### config.mk
export PLATFORM = sky130hd
export DESIGN_NAME = at_response_line_splitter
export DESIGN_NICKNAME = d
export VERILOG_FILES = /design/src/rtl/at_rls_pkg.sv /design/src/rtl/at_response_line_splitter.sv /design/src/rtl/at_rls_result_fifo.sv /design/src/rtl/at_rls_core.sv
export VERILOG_INCLUDE_DIRS = /design/src /design/src/rtl
export SDC_FILE = /design/constraint.sdc
export NUM_CORES = 1
export LEC_CHECK = 0
export BUFFER_PORTS_ARGS = -buffer_cell sky130_fd_sc_hd__buf_2
export CORE_ASPECT_RATIO = 0.7
export CORE_UTILIZATION = 35
export CTS_CLUSTER_DIAMETER = 50
export DETAILED_ROUTE_END_ITERATION = 10
export PLACE_DENSITY_LB_ADDON = 0.05
export REMOVE_ABC_BUFFERS = 1
export SLEW_MARGIN = 20
export SYNTH_ARGS = -nofsm -noshare
export SYNTH_HDL_FRONTEND = slang
export SYNTH_HIERARCHICAL = 1
export SYNTH_SLANG_ARGS = --single-unit
### constraint.sdc
create_clock -name i_clk -period 6.04 [get_ports i_clk]
set_clock_uncertainty 0.1 [all_clocks]
set_input_delay 0.302 -clock i_clk [delete_from_list [all_inputs] [get_ports i_clk]]
set_output_delay 0.302 -clock i_clk [all_outputs]
set_load 0.03 [all_outputs]
### src/rtl/assert_macros.svh
// Assertion macros shared by the RTL files of the line splitter.
`ifndef ASSERT_MACROS_SVH
`define ASSERT_MACROS_SVH

// Check a property at every clock edge outside reset.
`define ASSERT_RST(lbl, clk, rst_n, prop, msg) \
    lbl: assert property (@(posedge clk) disable iff (!rst_n) (prop)) \
        else $error(msg);

// Check that a condition holds in the cycle after a trigger.
`define ASSERT_NEXT(lbl, clk, rst_n, trig, prop, msg) \
    lbl: assert property (@(posedge clk) disable iff (!rst_n) (trig) |=> (prop)) \
        else $error(msg);

`endif

### src/rtl/at_rls_pkg.sv
// Shared types and constants of the AT response line splitter.
package at_rls_pkg;

    typedef logic [7:0] t_char;

    localparam t_char CH_CR = 8'h0D;
    localparam t_char CH_LF = 8'h0A;

    localparam int OK_LEN  = 2;
    localparam int ERR_LEN = 10;

    // "OK" and "+CME ERROR"
    localparam t_char OK_TEXT [OK_LEN] = '{8'h4F, 8'h4B};
    localparam t_char ERR_TEXT [ERR_LEN] = '{8'h2B, 8'h43, 8'h4D, 8'h45, 8'h20,
                                             8'h45, 8'h52, 8'h52, 8'h4F, 8'h52};

    localparam int IDX_W = 5;
    localparam int LEN_W = 8;

    localparam int RES_DEPTH = 4;
    localparam int RES_PTR_W = 2;
    localparam int RES_CNT_W = 3;

    typedef struct packed {
        logic [IDX_W-1:0] line_index;
        logic [LEN_W-1:0] line_length;
        logic             starts_ok;
        logic             starts_error;
        logic             any_ok;
        logic             any_error;
        logic             count_overflow;
        logic             final_result;
    } t_result;

endpackage

### src/rtl/at_response_line_splitter.sv
// AT response line splitter: takes one received byte a cycle and reports each closed line
// (index, byte length, OK / +CME ERROR prefix, sticky flags, overflow). A byte is registered,
// decoded from the input register and its words enter a four-word result queue, whose head
// is the output. The input takes a byte every cycle while the queue can take two more words;
// an LF that ends a buffer may give two words, which leave one a cycle while the receiver is
// ready, so the result queue drain can hold the input.
module at_response_line_splitter #(
    parameter int MAX_LINE  = 255,
    parameter int MAX_LINES = 16
) (
    input  logic       i_clk,
    input  logic       i_rst_n,
    input  logic       i_valid,
    output logic       o_ready,
    input  logic       i_cmd,
    input  logic [7:0] i_byte_value,
    input  logic       i_last_in_buffer,
    output logic       o_valid,
    input  logic       i_ready,
    output logic [4:0] o_line_index,
    output logic [7:0] o_line_length,
    output logic       o_starts_ok,
    output logic       o_starts_error,
    output logic       o_any_ok,
    output logic       o_any_error,
    output logic       o_count_overflow,
    output logic       o_final_result
);
    import at_rls_pkg::*;
    `include "assert_macros.svh"

    logic       r_in_valid;
    logic       r_cmd;
    logic [7:0] r_byte;
    logic       r_last;
    logic       w_fire, w_room2, w_pop;
    logic [1:0] w_num;
    t_result    w_res0, w_res1, w_head;

    assign w_pop   = o_valid && i_ready;
    assign w_fire  = r_in_valid && w_room2;
    assign o_ready = !r_in_valid || w_fire;

    always_ff @(posedge i_clk) begin
        if (!i_rst_n) begin
            r_in_valid <= 1'b0;
        end else if (o_ready) begin
            r_in_valid <= i_valid;
        end
    end

    always_ff @(posedge i_clk) begin
        if (o_ready && i_valid) begin
            r_cmd  <= i_cmd;
            r_byte <= i_byte_value;
            r_last <= i_last_in_buffer;
        end
    end

    at_rls_core #(
        .MAX_LINE  (MAX_LINE),
        .MAX_LINES (MAX_LINES)
    ) u_core (
        .i_clk            (i_clk),
        .i_rst_n          (i_rst_n),
        .i_fire           (w_fire),
        .i_cmd            (r_cmd),
        .i_byte_value     (r_byte),
        .i_last_in_buffer (r_last),
        .o_res0           (w_res0),
        .o_res1           (w_res1),
        .o_num            (w_num)
    );

    at_rls_result_fifo u_fifo (
        .i_clk      (i_clk),
        .i_rst_n    (i_rst_n),
        .i_push_num (w_fire ? w_num : 2'd0),
        .i_push0    (w_res0),
        .i_push1    (w_res1),
        .i_pop      (w_pop),
        .o_valid    (o_valid),
        .o_head     (w_head),
        .o_room2    (w_room2)
    );

    assign o_line_index     = w_head.line_index;
    assign o_line_length    = w_head.line_length;
    assign o_starts_ok      = w_head.starts_ok;
    assign o_starts_error   = w_head.starts_error;
    assign o_any_ok         = w_head.any_ok;
    assign o_any_error      = w_head.any_error;
    assign o_count_overflow = w_head.count_overflow;
    assign o_final_result   = w_head.final_result;

    // a held byte must stay in the input register until decoded
    `ASSERT_NEXT(a_top_hold_byte, i_clk, i_rst_n, r_in_valid && !w_fire, r_in_valid,
        "held input word lost")

endmodule

### src/rtl/at_rls_result_fifo.sv
// Result queue: takes up to two result words a cycle, hands out one.
module at_rls_result_fifo (
    input  logic               i_clk,
    input  logic               i_rst_n,
    input  logic [1:0]         i_push_num,
    input  at_rls_pkg::t_result i_push0,
    input  at_rls_pkg::t_result i_push1,
    input  logic               i_pop,
    output logic               o_valid,
    output at_rls_pkg::t_result o_head,
    output logic               o_room2
);
    import at_rls_pkg::*;
    `include "assert_macros.svh"

    t_result              r_mem [RES_DEPTH];
    logic [RES_PTR_W-1:0] r_wr_ptr, n_wr_ptr;
    logic [RES_PTR_W-1:0] r_rd_ptr, n_rd_ptr;
    logic [RES_CNT_W-1:0] r_cnt, n_cnt;
    logic [RES_PTR_W-1:0] w_wr_ptr1;

    assign o_valid   = (r_cnt != '0);
    assign o_head    = r_mem[r_rd_ptr];
    assign o_room2   = ((r_cnt - RES_CNT_W'(i_pop)) <= RES_CNT_W'(2));
    assign w_wr_ptr1 = r_wr_ptr + 1'b1;

    always_comb begin
        n_wr_ptr = r_wr_ptr + RES_PTR_W'(i_push_num);
        n_rd_ptr = r_rd_ptr + RES_PTR_W'(i_pop);
        n_cnt    = r_cnt + RES_CNT_W'(i_push_num) - RES_CNT_W'(i_pop);
    end

    always_ff @(posedge i_clk) begin
        if (!i_rst_n) begin
            r_wr_ptr <= '0;
            r_rd_ptr <= '0;
            r_cnt    <= '0;
        end else begin
            r_wr_ptr <= n_wr_ptr;
            r_rd_ptr <= n_rd_ptr;
            r_cnt    <= n_cnt;
        end
    end

    always_ff @(posedge i_clk) begin
        if (i_push_num != 2'd0) begin
            r_mem[r_wr_ptr] <= i_push0;
        end
        if (i_push_num == 2'd2) begin
            r_mem[w_wr_ptr1] <= i_push1;
        end
    end

    `ASSERT_RST(a_fifo_no_overrun, i_clk, i_rst_n,
        (r_cnt + RES_CNT_W'(i_push_num) - RES_CNT_W'(i_pop)) <= RES_CNT_W'(RES_DEPTH),
        "result queue overrun")
    `ASSERT_RST(a_fifo_pop_when_valid, i_clk, i_rst_n, i_pop |-> o_valid,
        "result queue popped while empty")

endmodule

### src/rtl/at_rls_core.sv
// Line state and per-byte decision: produces up to two closed-line words per byte.
module at_rls_core #(
    parameter int MAX_LINE  = 255,
    parameter int MAX_LINES = 16
) (
    input  logic                i_clk,
    input  logic                i_rst_n,
    input  logic                i_fire,
    input  logic                i_cmd,
    input  logic [7:0]          i_byte_value,
    input  logic                i_last_in_buffer,
    output at_rls_pkg::t_result o_res0,
    output at_rls_pkg::t_result o_res1,
    output logic [1:0]          o_num
);
    import at_rls_pkg::*;
    `include "assert_macros.svh"

    localparam int LW = $clog2(MAX_LINE + 2);
    localparam int CW = $clog2(MAX_LINES + 1);
    localparam int EW = (LW > LEN_W) ? LW : LEN_W;
    localparam int IW = (CW > IDX_W) ? CW : IDX_W;

    logic          r_framed, n_framed;
    logic          r_unframed, n_unframed;
    logic          r_drop, n_drop;
    logic          r_pok, n_pok;
    logic          r_perr, n_perr;
    logic [LW-1:0] r_len, n_len;
    logic [CW-1:0] r_cnt, n_cnt;
    logic          r_sok, n_sok;
    logic          r_serr, n_serr;

    logic          w_handle, w_is_lf, w_close1, w_close2;
    logic          w_framed1, w_unframed1, w_drop1, w_pok1, w_perr1, w_sok1, w_serr1;
    logic [LW-1:0] w_len1, w_len_inc;
    logic [CW-1:0] w_cnt1;
    t_result       w_r0, w_r1;

    function automatic t_result close_res(input logic [LW-1:0] len, input logic pok,
                                          input logic perr, input logic [CW-1:0] cnt,
                                          input logic sok, input logic serr);
        t_result       r;
        logic [EW-1:0] le;
        logic [IW-1:0] ie;
        logic          over;
        logic          is_ok;
        logic          is_err;
        le     = EW'(len);
        ie     = IW'(cnt);
        over   = (cnt >= CW'(MAX_LINES));
        is_ok  = pok && (len >= LW'(OK_LEN));
        is_err = perr && (len >= LW'(ERR_LEN));
        r.line_index     = ie[IDX_W-1:0];
        r.line_length    = (le > EW'(255)) ? 8'hFF : le[LEN_W-1:0];
        r.starts_ok      = is_ok;
        r.starts_error   = is_err;
        r.any_ok         = sok | (is_ok & ~over);
        r.any_error      = serr | (is_err & ~over);
        r.count_overflow = over;
        r.final_result   = 1'b0;
        return r;
    endfunction

    always_comb begin
        w_handle  = !i_cmd && !r_drop && (i_byte_value != CH_CR);
        w_is_lf   = (i_byte_value == CH_LF);
        w_close1  = w_handle && w_is_lf && (r_framed || r_unframed);
        w_len_inc = r_len + 1'b1;
        w_r0      = close_res(r_len, r_pok, r_perr, r_cnt, r_sok, r_serr);

        w_framed1   = r_framed;
        w_unframed1 = r_unframed;
        w_drop1     = r_drop;
        w_len1      = r_len;
        w_pok1      = r_pok;
        w_perr1     = r_perr;
        w_cnt1      = r_cnt;
        w_sok1      = r_sok;
        w_serr1     = r_serr;

        if (i_cmd) begin
            w_cnt1  = '0;
            w_sok1  = 1'b0;
            w_serr1 = 1'b0;
        end else if (w_handle) begin
            if (w_is_lf) begin
                // LF after an unframed line opens a framed one
                w_unframed1 = 1'b0;
                w_framed1   = r_unframed ? 1'b1 : !r_framed;
                if (w_close1) begin
                    if (!w_r0.count_overflow) begin
                        w_cnt1 = r_cnt + 1'b1;
                    end
                    w_sok1  = w_r0.any_ok;
                    w_serr1 = w_r0.any_error;
                    w_len1  = '0;
                    w_pok1  = 1'b1;
                    w_perr1 = 1'b1;
                end
            end else begin
                if (!r_framed) begin
                    w_unframed1 = 1'b1;
                end
                if ((r_len < LW'(OK_LEN)) && (OK_TEXT[r_len[0]] != i_byte_value)) begin
                    w_pok1 = 1'b0;
                end
                if ((r_len < LW'(ERR_LEN)) && (ERR_TEXT[r_len[3:0]] != i_byte_value)) begin
                    w_perr1 = 1'b0;
                end
                w_len1  = w_len_inc;
                w_drop1 = (w_len_inc > LW'(MAX_LINE));
            end
        end

        w_close2 = !i_cmd && i_last_in_buffer && (w_framed1 || w_unframed1);
        w_r1     = close_res(w_len1, w_pok1, w_perr1, w_cnt1, w_sok1, w_serr1);
    end

    // next state
    always_comb begin
        n_framed   = w_framed1;
        n_unframed = w_unframed1;
        n_drop     = w_drop1;
        n_len      = w_len1;
        n_pok      = w_pok1;
        n_perr     = w_perr1;
        n_cnt      = w_cnt1;
        n_sok      = w_sok1;
        n_serr     = w_serr1;
        if (w_close2) begin
            if (!w_r1.count_overflow) begin
                n_cnt = w_cnt1 + 1'b1;
            end
            n_sok  = w_r1.any_ok;
            n_serr = w_r1.any_error;
        end
        if (!i_cmd && i_last_in_buffer) begin
            n_framed   = 1'b0;
            n_unframed = 1'b0;
            n_drop     = 1'b0;
            n_len      = '0;
            n_pok      = 1'b1;
            n_perr     = 1'b1;
        end
    end

    // result words in order, last one marked final
    always_comb begin
        o_res0 = w_r0;
        o_res1 = w_r1;
        o_num  = 2'd0;
        if (w_close1 && w_close2) begin
            o_res1.final_result = 1'b1;
            o_num = 2'd2;
        end else if (w_close1) begin
            o_res0.final_result = 1'b1;
            o_num = 2'd1;
        end else if (w_close2) begin
            o_res0 = w_r1;
            o_res0.final_result = 1'b1;
            o_num = 2'd1;
        end
    end

    always_ff @(posedge i_clk) begin
        if (!i_rst_n) begin
            r_framed   <= 1'b0;
            r_unframed <= 1'b0;
            r_drop     <= 1'b0;
            r_len      <= '0;
            r_pok      <= 1'b1;
            r_perr     <= 1'b1;
            r_cnt      <= '0;
            r_sok      <= 1'b0;
            r_serr     <= 1'b0;
        end else if (i_fire) begin
            r_framed   <= n_framed;
            r_unframed <= n_unframed;
            r_drop     <= n_drop;
            r_len      <= n_len;
            r_pok      <= n_pok;
            r_perr     <= n_perr;
            r_cnt      <= n_cnt;
            r_sok      <= n_sok;
            r_serr     <= n_serr;
        end
    end

    `ASSERT_RST(a_core_count_bound, i_clk, i_rst_n, r_cnt <= CW'(MAX_LINES),
        "line count beyond store size")
    `ASSERT_RST(a_core_drop_len, i_clk, i_rst_n, r_drop |-> (r_len == LW'(MAX_LINE + 1)),
        "dropping without an over-long line")
    `ASSERT_RST(a_core_one_line_open, i_clk, i_rst_n, !(r_framed && r_unframed),
        "framed and unframed line open together")

endmodule

==> results of run 1 <==
[worst reg2reg max path, delay by kind of cell, from the launching register on]
kind,cells,cell delay [ps]
simple gates,3,1030
mux,1,370
buf+inv,2,420
compound gates,3,1280
flops,1,520
fa+ha+maj,1,350
[sequential cells by signal, indices dropped and copies added (netlist names)]
signal	count
u_core/r_len	9
r_byte	8
u_core/r_serr	1
r_cmd	1
u_core/r_perr	1
u_fifo/r_rd_ptr	2
u_core/r_cnt	5
u_core/r_sok	1
u_core/r_unframed	1
u_fifo/r_cnt	3
r_last	1
u_core/r_framed	1
r_in_valid	1
u_fifo/r_wr_ptr	2
u_core/r_drop	1
u_fifo/r_mem	76
u_core/r_pok	1
[logic make-up (layout without fill, tap and decap cells)]
kind of cell / after synthesis / count (layout) / synth area share (%)
buffers and inverters: 65 / 110 / 4.92
and+or+nand+nor: 150 / 150 / 12.0
AOI/OAI and AO/OA: 101 / 101 / 10.9
xor gates and xnor gates: 15 / 15 / 2.30
adders and majority gates: 22 / 22 / 4.09
DFF: 115 / 115 / 45.7
muxes: 102 / 102 / 20.1
[layer usage]
layer	global-route usage [%]	part of all wire (%)
met4	6.25	1.6
met2	28.0	44
met5	0	0
met1	27.0	50
met3	4.06	4.3
[layout by cell type (no fill, tap or decap), types with 11 or more instances in the layout]
master	netlist	layout
edfxtp_1	86	86
mux2_2	65	65
buf_2	4	34
nand2_1	34	34
nor2_1	33	32
dfxtp_1	29	29
a21oi_1	26	26
inv_1	23	23
ha_1	21	21
mux4_2	19	19
clkbuf_16	0	17
o21ai_0	12	12
nand3_1	12	12
and2_1	11	11
[final timing paths]
| check | end | slack [ps] |
|---|---|---|
| worst min-delay path | r_in_valid | 40 |
| worst max register to register | u_fifo/r_mem[2][14] | 1560 |
| worst min register to register | u_core/r_drop | 420 |
| worst max-delay path | u_fifo/r_mem[2][14] | 1560 |
[power groups by stage]
| stage | logic [W] | registers (W) | clock network (W) |
|---|---|---|---|
| 2_1_floorplan | 0.000519 | 0.00100 | 0 |
| 3_3_place_gp | 0.000731 | 0.000992 | 0 |
| 3_5_place_dp | 0.000735 | 0.000992 | 0 |
| 4_1_cts | 0.000743 | 0.000976 | 0.00105 |
| 5_1_grt | 0.000800 | 0.000983 | 0.00108 |
| 6_report | 0.000733 | 0.000976 | 0.00103 |
[cell usage after synthesis (9+ instances only)]
cell type / instances / share of area [%]
nand2_1: 34 / 1.8
nand3_1: 12 / 0.87
a21oi_1: 26 / 1.9
nor2_1: 33 / 1.8
clkbuf_1: 21 / 1.1
nor3_1: 9 / 0.65
mux2_2: 65 / 11
edfxtp_1: 86 / 37
nor2b_1: 10 / 0.90
o21ai_0: 12 / 0.87
and2_1: 11 / 0.99
ha_1: 21 / 3.8
mux4_2: 19 / 6.2
buf_4: 11 / 1.2
inv_1: 23 / 1.2
dfxtp_1: 29 / 8.4
mux2_4: 10 / 2.2
o22ai_1: 9 / 0.81
[through the flow]
step	worst slack [ps]	utilization (%)	total power [W]
final	1560	41.7	0.00274
after CTS	1540	41.7	0.00277
after floorplan	1400	-	0.00152
after global placement	1330	38.1	0.00172
after detailed placement	1540	38.1	0.00173
after global routing	1300	41.7	0.00286
[area by class of cell]
type,instances,area [sq um]
Multi-Input combinational cell,390,3460
Inverter,24,90.1
Tap cell,264,330
Timing Repair Buffer,54,345
Fill cell,1841,11100
Sequential cell,115,3160
Clock inverter,13,160
Clock buffer,19,433
[repair_timing]
item	CTS	global route
hold buffers	10	0
endpoints found under the hold margin	10	0
resized for setup	0	0
==> flow_metrics.tcl, run 1 <==
set metrics [dict create \
    status "finished, final reports clean" \
    synth_edf_count 86 \
    cts_buffers 17 \
    tns_ps 0 \
    wl_microns 17800 \
    synth_seq_cells 115 \
    rsz0062_at_grt "false" \
    slew_violations 0 \
    overflow 0 \
    synth-main-ff-cell "edfxtp_1" \
    critical_path_depth 10 \
    clk_path_buf_depth 2 \
    period_needed_ps 4480 \
    critical-path-max-stage-delay_ps 700 \
    place_area_sq_um 7290 \
    fin_hold_ws_ps 41.6 \
    hold_violations 0 \
    cts.sinks 115 \
    startpoint "r_cmd" \
    area_growth_pct 15.4 \
    r2r-start "r_cmd" \
    path_clk_slew_ps 60 \
    min_path_type "in -> reg" \
    avgViaCountPerCell 5.27 \
    hold_start "i_valid" \
    antenna_left 0 \
    worstPathRequired_ps 5990 \
    relSlewSlack_pct 42.0 \
    pwr-share-comb_pct 26.8 \
    die_h_microns 120 \
    min_path_cells 3 \
    grt_pass1_vias 4802 \
    core-area_sq_um 19100 \
    async_flop_share_pct 0 \
    cellInternalPower_w 0.00188 \
    arrival_ps 4420 \
    critPathLaunchType "flip-flop" \
    p_leak_nw 2.96 \
    crit_chain "or2_1 -> a31oi_2 -> mux2_2 -> o21bai_2 -> inv_1 -> ha_1 -> and3_2 -> nor4bb_4 -> buf_4 -> a21o_1" \
    cp_num_buf_inv 2 \
    start_util_pct 36.2 \
    worst_setup_path_end_kind "flip-flop" \
    num_vias 4633 \
    r2r_cells 10 \
    max-vdd-ir-drop_mv 0.145 \
    synthesis.area_per_instance_sq_um 12.1 \
    crit_path_top_delay_cell "a21o_1" \
    sequentialPowerShare_pct 35.7 \
    rows 42 \
    tightestPinTransition_ps 870 \
    ys_seq_area_share_pct 45.7 \
    synth_area_sq_um 6920 \
    grt_max_degree 31 \
    wire_per_inst_microns 20.2 \
    clkPwrFrac_pct 37.5 \
    clkLatencyLatePin_ps 420 \
    io_pins 35 \
    dr.first_iter.drc_count 320 \
    dieArea_sq_um 20300 \
    root_buffer "clkbuf_16" \
    synth_warnings 6 \
    die_width_microns 170 \
    worst-setup-path-type "reg -> reg" \
    dp_cells 837 \
    drc 0 \
    portBuffers 34 \
    cts_htree_levels 4 \
    synthCells 570 \
    gp_congestion 0.773 \
    power_density_nw_per_um2 343 \
    drv_cap 0 \
    cts_setup_buffers 0 \
    critPathTopFamily "compound AO/OA/AOI/OAI gates" \
    drive_gt1_share_pct 33.0 \
    dp_hpwl_microns 12100 \
    fin_crit_sh_pct 74.2 \
    setup_viol 0 \
    power.switching_w 0.000860 \
    switching_share_pct 31.4 \
    cp_max_fo 20 \
    antenna_cells 0 \
    grt_pass1_wl_microns 28400 \
    max_freq_mhz 223 \
    grt_usage_pct 18.8 \
    synth_cell_types 81 \
    antenna_found_initial 0 \
    design_area_sq_um 7980 \
    cts_tree "done" \
    final_nets 638 \
    drtPass1Iterations 8 \
    stdcell_count 879 \
]
Note: power is estimated with default switching activity, not from simulation.
==> inputs of run 2 (changes only) <==
==> constraint.sdc (replaced) <==
create_clock -name i_clk -period 4 [get_ports i_clk]
set_clock_uncertainty 0.1 [all_clocks]
set_input_delay 0.2 -clock i_clk [delete_from_list [all_inputs] [get_ports i_clk]]
set_output_delay 0.2 -clock i_clk [all_outputs]
set_load 0.03 [all_outputs]
==> flow_metrics.tcl, run 2 (same netlist as run 1, synthesis figures left out) <==
set metrics [dict create \
    tns_ps 0 \
    cts_setup_buffers 0 \
    clkLatencyLatePin_ps 410 \
    fin_crit_sh_pct 93.6 \
    cts_htree_levels 4 \
    cts_buffers 17 \
    top_register "u_fifo/r_mem" \
    root_buffer "clkbuf_16" \
    setup_viol 0 \
    io_pins 35 \
    cellInternalPower_w 0.00278 \
    period_needed_ps 3750 \
    antenna_cells 0 \
    dr_wl_met3_microns 570 \
    status "finished, final reports clean" \
    worst-setup-path-type "reg -> reg" \
    cts_tree "done" \
    final_nets 652 \
    wl_microns 18100 \
    antenna_found_initial 0 \
    max_freq_mhz 267 \
    antenna_left 0 \
    min_path_type "in -> reg" \
    drtPass1Iterations 5 \
    most-common-layout-cells "edfxtp_1 (86), mux2_2 (65), buf_2 (34), nand2_1 (34), nor2_1 (32)" \
    rsz0062_at_grt "false" \
    wl_met2_microns 8310 \
    overflow 0 \
    cts.sinks 115 \
    hold_violations 0 \
    tightestPinTransition_ps 782 \
    power.switching_w 0.00130 \
    core-area_sq_um 19100 \
    worstPathRequired_ps 4210 \
    largest_register_ffs 76 \
    place_area_sq_um 7450 \
    rows 42 \
    critPathLaunchType "flip-flop" \
    area_growth_pct 17.5 \
    power_density_nw_per_um2 501 \
    avgViaCountPerCell 5.24 \
    portBuffers 34 \
    pwr-share-comb_pct 27.9 \
    grt_pass1_wl_microns 29000 \
    clkPwrFrac_pct 36.2 \
    drc 0 \
    drv_cap 0 \
    grt_pass1_vias 4902 \
    fin_util_pct 42.5 \
    path_clk_slew_ps 60 \
    die_width_microns 170 \
    grt_usage_pct 19.4 \
    fillCellCount 1850 \
    wl_met1_microns 8970 \
    worst_setup_path_end_kind "flip-flop" \
    relSlewSlack_pct 47.7 \
    p_leak_nw 3.01 \
    total_power_w 0.00407 \
    final_common_cell "edfxtp_1" \
    sequentialPowerShare_pct 35.9 \
    slew_violations 0 \
    fin_hold_ws_ps 159 \
    num_vias 4675 \
    max-vdd-ir-drop_mv 0.202 \
    reg_top3 "u_fifo/r_mem (76), u_core/r_len (9), r_byte (8)" \
    maxUsedRoutingLayer "met4" \
    design_area_sq_um 8130 \
    clk_path_buf_depth 2 \
    cp_max_fo 9 \
    arrival_ps 3950 \
    dr.first_iter.drc_count 298 \
    switching_share_pct 31.8 \
    start_util_pct 36.2 \
    die_h_microns 120 \
    grt_max_degree 31 \
    drive_gt1_share_pct 34.2 \
    dp_hpwl_microns 12000 \
    dieArea_sq_um 20300 \
    wire_per_inst_microns 20.2 \
    gp_congestion 0.829 \
]
## run 2: repair_timing
item / CTS / global route
resized for setup: 0 / 1
setup endpoints to repair: 0 / 1
endpoints found under the hold margin: 11 / 0
hold buffers: 11 / 0
## run 2: power by group through the flow
stage                     Sequential [W]  Combinational [W]  Clock, W
after detailed placement         0.00149            0.00114         0
final                            0.00146            0.00114   0.00147
after global placement           0.00149            0.00112         0
after global routing             0.00148            0.00125   0.00156
after floorplan                  0.00152           0.000784         0
after CTS                        0.00146            0.00115   0.00150
## run 2: layout make-up
type	instances	area, sq um	share of cell area [%]
Inverter	24	90.1	1.11
Tap cell	264	330	4.06
Clock inverter	14	140	1.72
Sequential cell	115	3160	38.9
Clock buffer	17	425	5.23
Multi-Input combinational cell	390	3470	42.6
Timing Repair Buffer	68	515	6.34
## run 2: stage by stage
step	cells	worst slack, ps
2_1_floorplan	529	-637
3_3_place_gp	850	294
3_5_place_dp	850	211
4_1_cts	892	194
5_1_grt	892	25.1
6_report	892	254
## run 2: worst max-delay path: stages (launching register included)
cell	delay [ps]
edfxtp_1	450
nor4_4	420
buf_4	210
nand3_1	110
or3_1	370
inv_2	80
ha_1	300
and3_4	300
inv_1	60
ha_1	310
fa_1	460
xnor3_1	330
and2_1	160
## run 2: layer usage
metal  up-vias  global-route usage, %
met3        14                   4.45
met5         -                      0
met4         0                   4.56
li1       2242                      -
met2        81                   30.9
met1      2338                   26.7
## run 2: worst paths after layout
kind,cells after the start,to,slack [ps],from
hold / removal,2,u_core/r_pok,160,i_rst_n
setup reg to reg,12,u_fifo/r_cnt[2],250,r_byte[4]
setup / recovery,12,u_fifo/r_cnt[2],250,r_byte[4]
hold reg to reg,2,u_core/r_pok,430,u_core/r_pok
